## config.mk

```make
export PLATFORM = sky130hd
export DESIGN_NAME = base64_stream_decoder
export DESIGN_NICKNAME = d
export VERILOG_FILES = /design/src/hw/rtl/b64d_pkg.sv /design/src/hw/rtl/base64_stream_decoder.sv /design/src/hw/rtl/b64d_queue.sv /design/src/hw/rtl/b64d_front.sv /design/src/hw/rtl/b64d_back.sv
export SDC_FILE = /design/constraint.sdc
export NUM_CORES = 1
export LEC_CHECK = 0
export BUFFER_PORTS_ARGS = -buffer_cell sky130_fd_sc_hd__buf_2
export CAP_MARGIN = 10
export CORE_UTILIZATION = 60
export CTS_BUF_LIST = sky130_fd_sc_hd__clkbuf_8
export CTS_CLUSTER_DIAMETER = 150
export CTS_CLUSTER_SIZE = 30
export DETAILED_ROUTE_END_ITERATION = 7
export PLACE_DENSITY = 0.91
export SYNTH_ARGS = -nofsm -noshare
export SYNTH_HDL_FRONTEND = slang
export SYNTH_HIERARCHICAL = 1
export SYNTH_SLANG_ARGS = --single-unit
```

## constraint.sdc

```tcl
create_clock -name clk -period 3.9 [get_ports clk]
set_input_delay 0.39 -clock clk [delete_from_list [all_inputs] [get_ports clk]]
set_output_delay 0.39 -clock clk [all_outputs]
set_load 0.005 [all_outputs]
```

## src/hw/rtl/b64d_pkg.sv

```systemverilog
// shared types and constants of the base64 stream decoder
package b64d_pkg;

  // default depths of the two queues
  localparam int unsigned CMD_DEPTH_DEF = 2;
  localparam int unsigned RES_DEPTH_DEF = 2;

  // character classes
  localparam logic [7:0] CH_UPPER_A = 8'h41;
  localparam logic [7:0] CH_UPPER_Z = 8'h5A;
  localparam logic [7:0] CH_LOWER_A = 8'h61;
  localparam logic [7:0] CH_LOWER_Z = 8'h7A;
  localparam logic [7:0] CH_DIGIT_0 = 8'h30;
  localparam logic [7:0] CH_DIGIT_9 = 8'h39;
  localparam logic [7:0] CH_PLUS    = 8'h2B;
  localparam logic [7:0] CH_MINUS   = 8'h2D;
  localparam logic [7:0] CH_SLASH   = 8'h2F;
  localparam logic [7:0] CH_UNDER   = 8'h5F;
  localparam logic [7:0] CH_EQUALS  = 8'h3D;
  localparam logic [7:0] CH_LF      = 8'h0A;
  localparam logic [7:0] CH_CR      = 8'h0D;
  localparam logic [7:0] CH_SPACE   = 8'h20;
  localparam logic [7:0] CH_TAB     = 8'h09;

  // symbol values of the alphabet sections
  localparam logic [5:0] SYM_LOWER_BASE = 6'd26;
  localparam logic [5:0] SYM_DIGIT_BASE = 6'd52;
  localparam logic [5:0] SYM_62         = 6'd62;
  localparam logic [5:0] SYM_63         = 6'd63;

  // bit gathering
  localparam int unsigned BUF_W  = 12;
  localparam int unsigned PEND_W = 3;

  // result status codes
  localparam logic ST_BYTE  = 1'b0;
  localparam logic ST_ERROR = 1'b1;

  typedef enum logic [1:0] {
    SK_DATA  = 2'd0,
    SK_PAD   = 2'd1,
    SK_SPACE = 2'd2,
    SK_BAD   = 2'd3
  } sym_kind_t;

  // classified item handed from front to back
  typedef struct packed {
    logic      start;
    sym_kind_t kind;
    logic [5:0] value;
  } cmd_t;

  // one result item
  typedef struct packed {
    logic       status;
    logic [7:0] data_byte;
  } res_t;

endpackage

```

## src/hw/rtl/base64_stream_decoder.sv

```systemverilog
// top level of the base64 stream decoder
//
//  channel | ports                                   | direction | handshake
//  --------+-----------------------------------------+-----------+------------------
//  input   | in_char_code, in_start_of_text          | in        | in_push / in_full
//  result  | out_data_byte, out_status               | out       | out_pop / out_empty
//
// One character is taken per cycle while the item queue is not full. Any result of
// a character enters the result queue through the item queue and the bit-gathering
// stage, which waits while the result queue is full, and can be popped once stored.
// The back part stalls only when the result queue is full, and the front part
// only when the item queue is full. Reset is synchronous and empties both queues;
// it clears the bit buffer, the pending count and the padding and error flags.
module base64_stream_decoder #(
  parameter int unsigned CMD_DEPTH = b64d_pkg::CMD_DEPTH_DEF,
  parameter int unsigned RES_DEPTH = b64d_pkg::RES_DEPTH_DEF
) (
  input  logic       clk,
  input  logic       rst_n,
  input  logic       in_push,
  input  logic [7:0] in_char_code,
  input  logic       in_start_of_text,
  output logic       in_full,
  input  logic       out_pop,
  output logic       out_empty,
  output logic [7:0] out_data_byte,
  output logic       out_status
);
  import b64d_pkg::*;

  logic cmd_full, cmd_empty, cmd_push, cmd_pop;
  logic res_full, res_push;
  cmd_t cmd_in, cmd_out;
  res_t res_in, res_out;

  // classification
  b64d_front u_front (
    .in_push          (in_push),
    .in_char_code     (in_char_code),
    .in_start_of_text (in_start_of_text),
    .in_full          (in_full),
    .cmd_full         (cmd_full),
    .cmd_push         (cmd_push),
    .cmd              (cmd_in)
  );

  // item queue between front and back
  b64d_queue #(
    .WIDTH ($bits(cmd_t)),
    .DEPTH (CMD_DEPTH)
  ) u_cmd_queue (
    .clk     (clk),
    .rst_n   (rst_n),
    .push    (cmd_push),
    .wr_data (cmd_in),
    .full    (cmd_full),
    .pop     (cmd_pop),
    .rd_data (cmd_out),
    .empty   (cmd_empty)
  );

  // decoding
  b64d_back u_back (
    .clk       (clk),
    .rst_n     (rst_n),
    .cmd_empty (cmd_empty),
    .cmd       (cmd_out),
    .cmd_pop   (cmd_pop),
    .res_full  (res_full),
    .res_push  (res_push),
    .res       (res_in)
  );

  // result queue
  b64d_queue #(
    .WIDTH ($bits(res_t)),
    .DEPTH (RES_DEPTH)
  ) u_res_queue (
    .clk     (clk),
    .rst_n   (rst_n),
    .push    (res_push),
    .wr_data (res_in),
    .full    (res_full),
    .pop     (out_pop),
    .rd_data (res_out),
    .empty   (out_empty)
  );

  assign out_data_byte = res_out.data_byte;
  assign out_status    = res_out.status;

endmodule

```

## src/hw/rtl/b64d_queue.sv

```systemverilog
// small flip-flop queue used for the item and result queues of the decoder
module b64d_queue #(
  parameter int unsigned WIDTH = 8,
  parameter int unsigned DEPTH = 2
) (
  input  logic             clk,
  input  logic             rst_n,
  input  logic             push,
  input  logic [WIDTH-1:0] wr_data,
  output logic             full,
  input  logic             pop,
  output logic [WIDTH-1:0] rd_data,
  output logic             empty
);

  localparam int unsigned AW = (DEPTH > 1) ? $clog2(DEPTH) : 1;
  localparam int unsigned CW = $clog2(DEPTH + 1);

  logic [WIDTH-1:0] mem_r [DEPTH];
  logic [AW-1:0]    wr_ptr_r, wr_ptr_nxt;
  logic [AW-1:0]    rd_ptr_r, rd_ptr_nxt;
  logic [CW-1:0]    count_r, count_nxt;
  logic             do_push, do_pop;

  assign full    = (count_r == CW'(DEPTH));
  assign empty   = (count_r == '0);
  assign do_push = push && !full;
  assign do_pop  = pop && !empty;
  assign rd_data = mem_r[rd_ptr_r];

  // pointer and fill count update
  always_comb begin
    wr_ptr_nxt = wr_ptr_r;
    rd_ptr_nxt = rd_ptr_r;
    count_nxt  = count_r;
    if (do_push) begin
      wr_ptr_nxt = (wr_ptr_r == AW'(DEPTH - 1)) ? '0 : wr_ptr_r + 1'b1;
    end
    if (do_pop) begin
      rd_ptr_nxt = (rd_ptr_r == AW'(DEPTH - 1)) ? '0 : rd_ptr_r + 1'b1;
    end
    if (do_push && !do_pop) begin
      count_nxt = count_r + 1'b1;
    end else if (do_pop && !do_push) begin
      count_nxt = count_r - 1'b1;
    end
  end

  always_ff @(posedge clk) begin
    if (!rst_n) begin
      wr_ptr_r <= '0;
      rd_ptr_r <= '0;
      count_r  <= '0;
    end else begin
      wr_ptr_r <= wr_ptr_nxt;
      rd_ptr_r <= rd_ptr_nxt;
      count_r  <= count_nxt;
    end
  end

  // entry storage
  always_ff @(posedge clk) begin
    if (do_push) begin
      mem_r[wr_ptr_r] <= wr_data;
    end
  end

endmodule

```

## src/hw/rtl/b64d_front.sv

```systemverilog
// front part: takes characters, classifies them and queues them for the back part
module b64d_front (
  input  logic            in_push,
  input  logic [7:0]      in_char_code,
  input  logic            in_start_of_text,
  output logic            in_full,
  input  logic            cmd_full,
  output logic            cmd_push,
  output b64d_pkg::cmd_t  cmd
);
  import b64d_pkg::*;

  sym_kind_t  kind;
  logic [5:0] value;

  // alphabet lookup
  always_comb begin
    kind  = SK_BAD;
    value = '0;
    case (in_char_code) inside
      [CH_UPPER_A:CH_UPPER_Z]: begin
        kind  = SK_DATA;
        value = 6'(in_char_code - CH_UPPER_A);
      end
      [CH_LOWER_A:CH_LOWER_Z]: begin
        kind  = SK_DATA;
        value = 6'(in_char_code - CH_LOWER_A) + SYM_LOWER_BASE;
      end
      [CH_DIGIT_0:CH_DIGIT_9]: begin
        kind  = SK_DATA;
        value = 6'(in_char_code - CH_DIGIT_0) + SYM_DIGIT_BASE;
      end
      CH_PLUS, CH_MINUS: begin
        kind  = SK_DATA;
        value = SYM_62;
      end
      CH_SLASH, CH_UNDER: begin
        kind  = SK_DATA;
        value = SYM_63;
      end
      CH_EQUALS: kind = SK_PAD;
      CH_LF, CH_CR, CH_SPACE, CH_TAB: kind = SK_SPACE;
      default: kind = SK_BAD;
    endcase
  end

  // whitespace without a start marker changes nothing, so it is dropped here
  assign in_full   = cmd_full;
  assign cmd_push  = in_push && !cmd_full && !(kind == SK_SPACE && !in_start_of_text);
  assign cmd.start = in_start_of_text;
  assign cmd.kind  = kind;
  assign cmd.value = value;

endmodule

```

## src/hw/rtl/b64d_back.sv

```systemverilog
// back part: bit gathering, padding and error tracking, one item per cycle while the result queue has room
module b64d_back (
  input  logic            clk,
  input  logic            rst_n,
  input  logic            cmd_empty,
  input  b64d_pkg::cmd_t  cmd,
  output logic            cmd_pop,
  input  logic            res_full,
  output logic            res_push,
  output b64d_pkg::res_t  res
);
  import b64d_pkg::*;

  logic [BUF_W-1:0]  buf_r, buf_nxt;
  logic [PEND_W-1:0] pend_r, pend_nxt;
  logic              pad_r, pad_nxt;
  logic              err_r, err_nxt;
  logic [BUF_W-1:0]  buf_cur;
  logic [PEND_W-1:0] pend_cur;
  logic              pad_cur;
  logic              err_cur;
  logic [PEND_W:0]   count;
  logic [BUF_W-1:0]  shifted;

  // the back part takes an item whenever one is waiting and the result queue has room
  assign cmd_pop = !cmd_empty && !res_full;

  // state as seen by this item, after an optional start marker
  always_comb begin
    buf_cur  = cmd.start ? '0 : buf_r;
    pend_cur = cmd.start ? '0 : pend_r;
    pad_cur  = cmd.start ? 1'b0 : pad_r;
    err_cur  = cmd.start ? 1'b0 : err_r;
  end

  // next state and result
  always_comb begin
    buf_nxt       = buf_cur;
    pend_nxt      = pend_cur;
    pad_nxt       = pad_cur;
    err_nxt       = err_cur;
    res_push      = 1'b0;
    res.status    = ST_BYTE;
    res.data_byte = '0;
    count         = {1'b0, pend_cur} + (PEND_W + 1)'(6);
    if (count >= (PEND_W + 1)'(8)) begin
      count = count - (PEND_W + 1)'(8);
    end
    shifted = '0;
    if (cmd_pop && !err_cur) begin
      case (cmd.kind)
        SK_BAD: begin
          err_nxt    = 1'b1;
          res_push   = 1'b1;
          res.status = ST_ERROR;
        end
        SK_PAD: begin
          pad_nxt  = 1'b1;
          buf_nxt  = {buf_cur[BUF_W-7:0], 6'd0};
          pend_nxt = count[PEND_W-1:0];
        end
        SK_DATA: begin
          if (pad_cur) begin
            err_nxt    = 1'b1;
            res_push   = 1'b1;
            res.status = ST_ERROR;
          end else begin
            buf_nxt  = {buf_cur[BUF_W-7:0], cmd.value};
            pend_nxt = count[PEND_W-1:0];
            shifted  = buf_nxt >> pend_nxt;
            if (pend_cur >= PEND_W'(2)) begin
              res_push      = 1'b1;
              res.data_byte = shifted[7:0];
            end
          end
        end
        default: ;
      endcase
    end
  end

  always_ff @(posedge clk) begin
    if (!rst_n) begin
      buf_r  <= '0;
      pend_r <= '0;
      pad_r  <= 1'b0;
      err_r  <= 1'b0;
    end else if (cmd_pop) begin
      buf_r  <= buf_nxt;
      pend_r <= pend_nxt;
      pad_r  <= pad_nxt;
      err_r  <= err_nxt;
    end
  end

endmodule

```

* After elaboration in Yosys (flattened, before gate mapping) *
Memories as Yosys holds them, arrays and structs flattened. A register that Yosys moved wholly into a read port is not among the register bits.
Index checks and enable logic that the tools add are counted.

storage, ports and cells
  memories kept = 2
  memory bits (writable) = 36
  output and inout bits = 11
  bits in read-only memories = 0
  flip-flop bits (word level) = 25
  bits in latches = 0

memory list
  name               depth  width  read ports  clocked after memory_dff  wr ports  RTL line          source
  u_cmd_queue.mem_r  2      9      1           1                         1         b64d_queue.sv:19  logic [WIDTH-1:0] mem_r [DEPTH];
  u_res_queue.mem_r  2      9      1           1                         1         b64d_queue.sv:19

operators by class
  add/subtract/negate cells = 15
  shift-type cells = 1
  eq/ne operators = 14
  mux-type cells = 54
  multiply operators = 0
  magnitude comparators = 8
  bitwise operators = 0
  divide/modulo/power cells = 0
  reduce and logical (&&, ||, !) cells = 35

operator list
  kind                   count
  $eq A8 B6 Y1 const B   5
  $mux W12               3
  $mux W6                5
  $eq A8 B4 Y1 const B   3
  $mux W8                3
  $pmux W12 S2           1
  $mux W1                23
  $mux W2                10
  $ge A8 B7 Y1 const B   2
  $le A8 B7 Y1 const B   2
  $logic_and A1 B1 Y1    16
  $mux W3                4
  $shr A12 B3 Y8         1
  $sub A6 B6 Y6 const B  2
  $logic_not A1 Y1       11
  $mux W9                1
  $eq A2 B2 Y1 const B   4
  $eq A8 B7 Y1 const B   1
  $ge A8 B6 Y1 const B   1
  $le A8 B6 Y1 const B   1
  $add A6 B5 Y6 const B  1
  $add A6 B6 Y6 const B  1
  $logic_not A2 Y1       3
  $pmux W1 S2            3
  other kinds (13)       20

* Logic depth before layout (Yosys ltp) *
Gate-level depths: netlist of the first run.

  depth in word-level cells = 18
  depth in mapped cells = 15
  depth with buffers taken out = 14

* By module *
Netlist of the first run, hierarchy kept.

by module, submodules not included
  module      instances  cells an instance  area an instance (um2)
  b64d_queue  2          53                 880.8
  b64d_back   1          138                1166.1
  b64d_front  1          107                716.9

* Worst setup path before layout of the first run *
Ideal clock, no wire load.

  path kind = input port to flip-flop
  start point = in in_char_code[2]
  end point = reg u_cmd_queue.count_r[1]
  buffers on the path = 1
  stages = 14
  arrival = 3.000 ns
  setup slack = 0.830 ns
  cell sequence = inv_1 -> ha_1 -> a21o_1 -> nand3_1 -> and4b_1 -> buf_6 -> or2_4 -> or2_4 -> o311a_1 -> inv_1 -> nor2_1 -> ha_1 -> or3_1 -> a21boi_1

between the ends
  longest elaborated chain between the ends = 17
  elaborated cells on any way between the ends = 38
  classes of those cells = 6 x order compare; 10 x eq/ne; 8 x mux; 14 x reduce/logical

ends and longest elaborated chain
  what                                                                  RTL line                     source
  start: declaration                                                    base64_stream_decoder.sv:21  input logic [7:0] in_char_code,
  $eq A8 B4 Y1 (no source line) / $eq A8 B6 Y1 (equally long branches)  n/a
  $reduce_or A4 Y1                                                      b64d_front.sv:20             case (in_char_code) inside
  $mux W1                                                               b64d_front.sv:20
  $mux W2 (5 in a row)                                                  b64d_front.sv:20
  $mux W2 (*)                                                           b64d_front.sv:20
  $eq A2 B2 Y1 (*)                                                      b64d_front.sv:49             assign cmd_push = in_push && !cmd_full && !(kind == SK_SPACE && !in_start_of_text);
  $logic_and A1 B1 Y1 (*)                                               b64d_front.sv:49
  $logic_not A1 Y1 (*)                                                  b64d_front.sv:49
  $logic_and A1 B1 Y1 (*)                                               b64d_front.sv:49
  via cmd_push                                                          base64_stream_decoder.sv:31  logic cmd_full, cmd_empty, cmd_push, cmd_pop;
  $logic_and A1 B1 Y1 (*)                                               b64d_queue.sv:27             assign do_push = push && !full;
  via u_cmd_queue.do_push                                               b64d_queue.sv:23             logic do_push, do_pop;
  $logic_not A1 Y1                                                      b64d_queue.sv:44             end else if (do_pop && !do_push) begin
  $logic_and A1 B1 Y1                                                   b64d_queue.sv:44
  $reduce_bool A2 Y1 (no source line)                                   n/a
  end signal: assignment                                                b64d_queue.sv:57             count_r <= count_nxt;
  end: declaration                                                      b64d_queue.sv:22             logic [CW-1:0] count_r, count_nxt;

Mark *: on every way through the listed nets, which the timed path passes. The rest lies on a longest branch.
A chain may end at the register's enable or synchronous reset.

==> results of run 1 <==
[cells by family (layout without fill, tap and decap cells)]
kind of cell	after synthesis	in the layout	share of synthesized area [%]
buf+inv	33	57	5.29
flops	57	57	41.2
simple gates	117	117	18.5
mux	29	29	9.99
xor+xnor	7	7	1.68
fa+ha+maj	17	17	5.84
compound gates	91	91	17.5
[worst paths after layout]
check	slack [ns]	to	from
worst min-delay path	0.26	u_cmd_queue/mem_r[0][8]$_DFFE_PP_	in_start_of_text
worst min register to register	0.53	u_cmd_queue/count_r[1]$_SDFFE_PN0P_	u_cmd_queue/count_r[1]$_SDFFE_PN0P_
worst max register to register	0.62	u_res_queue/mem_r[0][8]$_DFFE_PP_	flop
worst max-delay path	0.62	u_res_queue/mem_r[0][8]$_DFFE_PP_	flop
[worst max-delay path: stages, from the launching register on]
cell,delay (ns)
dfxtp_1,0.58
mux2_2,0.43
inv_1,0.07
ha_1,0.23
nor3_1,0.26
nor2b_1,0.20
o21ai_0,0.10
a31oi_1,0.22
inv_1,0.11
nor3_2,0.72
[per-layer routing]
layer  wire length (um)  global-route usage, %  share of wire (%)
met1               3060                   29.2                 39
met2               3990                   46.2                 51
met3                478                   3.43                6.2
met4                218                   14.8                2.8
met5                  0                      0                  0
[power by group]
group	total, W	switching [W]	leakage, nW	internal [W]
sequential	0.000883	0.000120	0.509	0.000764
clock	0.000504	0.000220	0.100	0.000283
combinational	0.000864	0.000489	0.786	0.000374
[synth_stat cells (3+ instances only)]
library cell and n:
a21oi_1 26, edfxtp_1 36, o21ai_0 15, nor2_1 18, and2_1 7, nor2b_1 6
or3_1 4, nand3_1 6, nand2_1 28, nand2b_1 13, xor2_1 3, inv_1 15
mux4_2 4, xnor2_1 4, dfxtp_1 21, nor3_1 3, nand4_1 3, buf_4 3
o211ai_1 3, nor3_2 4, o21ai_1 7, o21a_1 3, buf_6 5, a32o_1 7
mux2i_1 6, buf_2 7, ha_1 17, mux2_2 18, and3_1 4, a221oi_1 4
nand3b_1 5
[sequential cells by signal, summed over array words and instances, names as in the netlist, named ones only]
register,cells
u_res_queue/rd_ptr_r,1
u_res_queue/wr_ptr_r,1
u_cmd_queue/rd_ptr_r,1
u_cmd_queue/mem_r,18
u_cmd_queue/wr_ptr_r,1
u_res_queue/mem_r,18
u_back/pend_r,3
u_cmd_queue/count_r,2
u_res_queue/count_r,2
u_back/err_r,1
u_back/buf_r,6
u_back/pad_r,1
[cell type report]
class                   count  area, um^2  share of cell area, %
clock inverters             7        55.1                   1.41
inverters                  17        63.8                   1.63
well taps                  75        93.8                   2.40
clock buffers               9         124                   3.17
repair buffers             24         123                   3.14
multi-input cells         261        1950                   49.9
flip-flops and latches     57        1500                   38.4
[stage by stage]
stage	util, %	hold WS [ns]	instance area (um^2)
6_report	66.5	0.260	3910
5_1_grt	66.5	0.254	3910
4_1_cts	66.5	0.248	3910
3_5_place_dp	63.4	0.523	3730
3_3_place_gp	63.4	0.499	3730
2_1_floorplan	-	0.483	3640
==> results.py, run 1 <==
metrics = {
    "logic_synthesis": {
        "synth_nets": 381,
        "synth_top_area_share_pct": 29.7,
        "synthArstFlopShare_pct": 0,
        "synth_area_leaders": "edfxtp_1, dfxtp_1, ha_1",
        "syn_avg_cell_area_um2": 10.4,
        "ys.flop_type": "edfxtp_1",
        "syn-cell-area_mm2": 0.00364,
        "ys_seq_area_share_pct": 41.2,
        "synth-edff-count": 36,
        "ys_warn_count": 6,
        "synth_area_leader_cell": "edfxtp_1",
        "syn_inst": 351,
        "synth_seq_cells": 57,
        "synth_cell_types": 66,
    },
    "sta": {
        "setup_slack_ns": 0.618,
        "setup_tns_ns": 0,
        "slew_violations": 0,
        "worst_pin_slew_ns": 0.878,
        "fin_skew_ns": 0.0121,
        "final-hold-violation-count": 0,
        "setup_violations": 0,
        "min_period_ns": 3.28,
        "period_share_pct": 84.2,
        "max_freq_ghz": 0.305,
        "max_slew_margin_pct": 41.1,
        "rsz0062_at_grt": "no",
    },
    "route": {
        "dr.pass1.iters": 5,
        "wl_um": 7740,
        "vias": 2875,
        "avgRoutedWirePerCell_um": 17.2,
        "vias_per_cell": 6.39,
        "route.detailed.drc": 0,
        "ant_nets": 0,
        "drtIter0Drc": 302,
    },
    "floorplanning": {
        "core_mm2": 0.00589,
        "die_w_um": 79.9,
        "die_height_um": 79.9,
        "start_util_pct": 61.9,
        "dieArea_mm2": 0.00639,
        "pin_count": 24,
        "rows": 28,
    },
    "placement": {
        "pre_cts_ws_ns": 0.399,
        "gp_congestion": 0.915,
        "port_buffers": 23,
        "dp.final_hpwl_um": 5290,
        "place_inst": 434,
    },
    "final_layout": {
        "area_growth_pct": 7.31,
        "fin_nets": 400,
        "drive_gt1_share_pct": 20.8,
        "final_cells": 450,
        "fill_cells": 451,
        "layout_commonest_cell": "edfxtp_1",
        "layout_common_cells": "edfxtp_1, nand2_1, a21oi_1",
        "diodes": 0,
    },
    "setup_path": {
        "path_class": "reg -> reg",
        "cp_max_fo": 10,
        "r2r_cells": 9,
        "cp-end-kind": "flop",
        "crit_arrival_ns": 3.24,
        "required_ns": 3.86,
        "critPathLaunchType": "flop",
    },
    "pwr": {
        "leakagePower_nw": 1.40,
        "power.density_mw_per_mm2": 575,
        "ir_worst_vdd_mv": 0.366,
        "finalPower_w": 0.00225,
    },
    "grt": {
        "grt_pass1_wl_um": 12500,
        "gr-usage-all-layers_pct": 25.8,
        "grt_max_degree": 24,
        "grt-ovfl-total": 0,
        "grt_pass1_vias": 2669,
        "antenna_found_initial": 0,
    },
    "job": {
        "cap_violations": 0,
    },
    "clocking": {
        "cts_resized": 0,
        "clk_path_buf_depth": 2,
        "clk_pin_slew_worst_paths_ns": 0.06,
        "cts.htree.levels": 3,
        "ctsHoldBuffers": 0,
        "cts_setup_buffers": 0,
        "clock_sinks": 57,
        "cts_tree": "yes",
        "cts_buffers": 9,
        "clk_latency_ns": 0.34,
        "cts-root-buf": "clkbuf_8",
    },
    "hold_path": {
        "min_path_cells": 1,
        "hp-class": "in -> reg",
    },
    "status": {
        "status": "finished clean",
    },
}
(Power assumes the default switching activity.)
==> inputs of run 2 (changes only) <==
- CORE_UTILIZATION: 60 -> 57
- clock period: 3.9 -> 2.7 ns (I/O delays scaled with it)
==> run 2 against run 1 <==
Cell count is 9.6% higher. Combinational power rose by 89%. Sequential share of layout area is 3.8 points lower. Largest power group is now combinational logic. Hold slack got worse by 0.12 ns. Register-to-register slack lost 0.56 ns. Highest routed layer unchanged. First-iteration DRC count is 5.0% lower.
==> results.py, run 2 (synthesized netlist as in run 1, its figures left out) <==
metrics = {
    "clocking": {
        "cts_tree": "yes",
        "cts_buffers": 9,
        "clk_pin_slew_worst_paths_ns": 0.06,
        "ctsHoldBuffers": 0,
        "clk_latency_ns": 0.34,
        "clock_sinks": 57,
        "cts.htree.levels": 3,
        "clk_path_buf_depth": 2,
        "cts-root-buf": "clkbuf_8",
    },
    "setup_path": {
        "max_stage_delay_ns": 0.37,
        "crit_slowest_cell": "dfxtp_4",
        "cp_top_family": "compound AO/OA/AOI/OAI gates",
        "rrSetupSlack_ns": 0.06,
        "critPathBufInv": 3,
        "crit_arrival_ns": 2.86,
        "cp-end-kind": "flop",
        "required_ns": 2.92,
        "path_class": "reg -> reg",
        "critPathLaunchType": "flop",
        "cp_max_fo": 3,
        "crit_chain": "mux2_4, inv_4, ha_4, nor3_4, nor2b_4, o21ai_2, a31oi_2, inv_2, nor2_2, ha_2, buf_4, o21ai_0, a21boi_1",
    },
    "placement": {
        "port_buffers": 23,
        "dp.final_hpwl_um": 5990,
        "gp_congestion": 0.957,
    },
    "sta": {
        "setup_violations": 0,
        "fin_skew_ns": 0.0113,
        "max_slew_margin_pct": 47.6,
        "final-hold-violation-count": 0,
        "period_share_pct": 97.8,
        "hold_ws_ns": 0.144,
        "worst_pin_slew_ns": 0.782,
        "slew_violations": 0,
        "min_period_ns": 2.64,
        "max_freq_ghz": 0.379,
    },
    "floorplanning": {
        "pin_count": 24,
        "dieArea_mm2": 0.00672,
        "core_mm2": 0.00606,
        "die_height_um": 82.0,
        "start_util_pct": 60.1,
        "rows": 28,
        "die_w_um": 82.0,
    },
    "pwr": {
        "power.density_mw_per_mm2": 800,
        "ir_worst_vdd_mv": 0.686,
        "leakagePower_nw": 1.61,
    },
    "grt": {
        "groute.layer.met1.usage_pct": 27.6,
        "busiest_layer": "met2",
        "grt_pass1_wl_um": 13100,
        "use_met3_pct": 6.44,
        "grt_pass1_vias": 2896,
        "grt_max_degree": 24,
        "antenna_found_initial": 0,
        "gr-usage-all-layers_pct": 26.0,
        "met2_usage_pct": 47.5,
        "grt-ovfl-total": 0,
    },
    "final_layout": {
        "regArea_mm2": 0.00151,
        "fill_cells": 405,
        "area_growth_pct": 19.5,
        "multi_input_area_mm2": 0.00207,
        "drive_gt1_share_pct": 34.4,
        "layout_common_cells": "buf_4, edfxtp_1, nand2_1",
        "fin_util_pct": 71.9,
        "top_regs": "u_cmd_queue/mem_r x18, u_res_queue/mem_r x18, u_back/buf_r x6",
        "fin_nets": 443,
        "diodes": 0,
        "layout_commonest_cell": "buf_4",
    },
    "route": {
        "wl_um": 8580,
        "ant_nets": 0,
        "vias_per_cell": 6.30,
        "dr.pass1.iters": 5,
        "drtIter0Drc": 287,
        "route.detailed.drc": 0,
        "avgRoutedWirePerCell_um": 17.4,
        "vias": 3106,
    },
    "job": {
        "cap_violations": 0,
    },
    "hold_path": {
        "hp-class": "in -> reg",
    },
    "status": {
        "status": "finished clean",
    },
}
[run 2: changes by cell type in the layout (fill, tap and decap cells not counted), sizes merged]
cell | previous run | this run
inv | 19 | 18
bufinv | 1 | 0
clkinv | 4 | 6
buf | 24 | 66
clkbuf | 9 | 10
[run 2: worst reg2reg max path, delay by kind of cell (launching register included)]
family | cells | cell delay [ns]
adder cells (fa/ha/maj) | 2 | 0.49
buffers and inverters | 3 | 0.27
AND/OR/NAND/NOR | 3 | 0.51
AO/OA/AOI/OAI | 4 | 0.56
multiplexers | 1 | 0.33
flip-flops | 1 | 0.37
[run 2: path summary, 6_finish.rpt]
| path | cells after the start | start | end |
|---|---|---|---|
| setup / recovery | 13 | flop | u_res_queue/count_r[1]$_SDFFE_PN0P_ |
| hold / removal | 1 | in_start_of_text | u_cmd_queue/mem_r[0][8]$_DFFE_PP_ |
| setup reg to reg | 13 | flop | u_res_queue/count_r[1]$_SDFFE_PN0P_ |
| hold reg to reg | 2 | u_back/err_r$_SDFFE_PN0P_ | u_back/err_r$_SDFFE_PN0P_ |
[run 2: layout make-up]
cell class              instances  area share [%]
clock inverters                 7           0.689
flip-flops and latches         57            34.5
well taps                      75            2.15
multi-input cells             261            47.6
repair buffers                 67            10.6
inverters                      17            1.64
clock buffers                   9            2.84
[run 2: timing repair]
action,4_1_cts,5_1_grt
buffers inserted,0,3
setup endpoints to repair,2,6
pin swaps,2,7
gates resized for setup,3,29
cloned,0,0
[run 2: layer usage]
metal  routed length, um  share of wire (%)  vias to the layer above
li1                    -                  -                     1428
met1                3270                 38                     1498
met2                4580                 53                      146
met3                 464                5.4                       34
met4                 271                3.2                        0
met5                   0                  0                        -
[run 2: power by group]
part / internal [W] / total, W / switching [W]
sequential: 0.00111 / 0.00123 / 0.000126
combinational: 0.000739 / 0.00163 / 0.000888
clock: 0.000314 / 0.000624 / 0.000311
total: 0.00216 / 0.00348 / 0.00132
[run 2: metrics by stage]
| step | instances | power, W | cell area [um^2] | worst slack (ns) | TNS (ns) |
|---|---|---|---|---|---|
| finish | 493 | 0.00348 | 4360 | 0.0591 | 0 |
| global route | 493 | 0.00368 | 4360 | -0.102 | -0.127 |
| CTS | 490 | 0.00331 | 4230 | 0.0240 | 0 |
| detailed placement | 474 | 0.00266 | 4070 | -0.314 | -1.87 |
| global placement | 474 | 0.00255 | 4070 | -0.198 | -0.709 |
| floorplan | 351 | 0.00224 | 3660 | -0.0993 | -0.0993 |
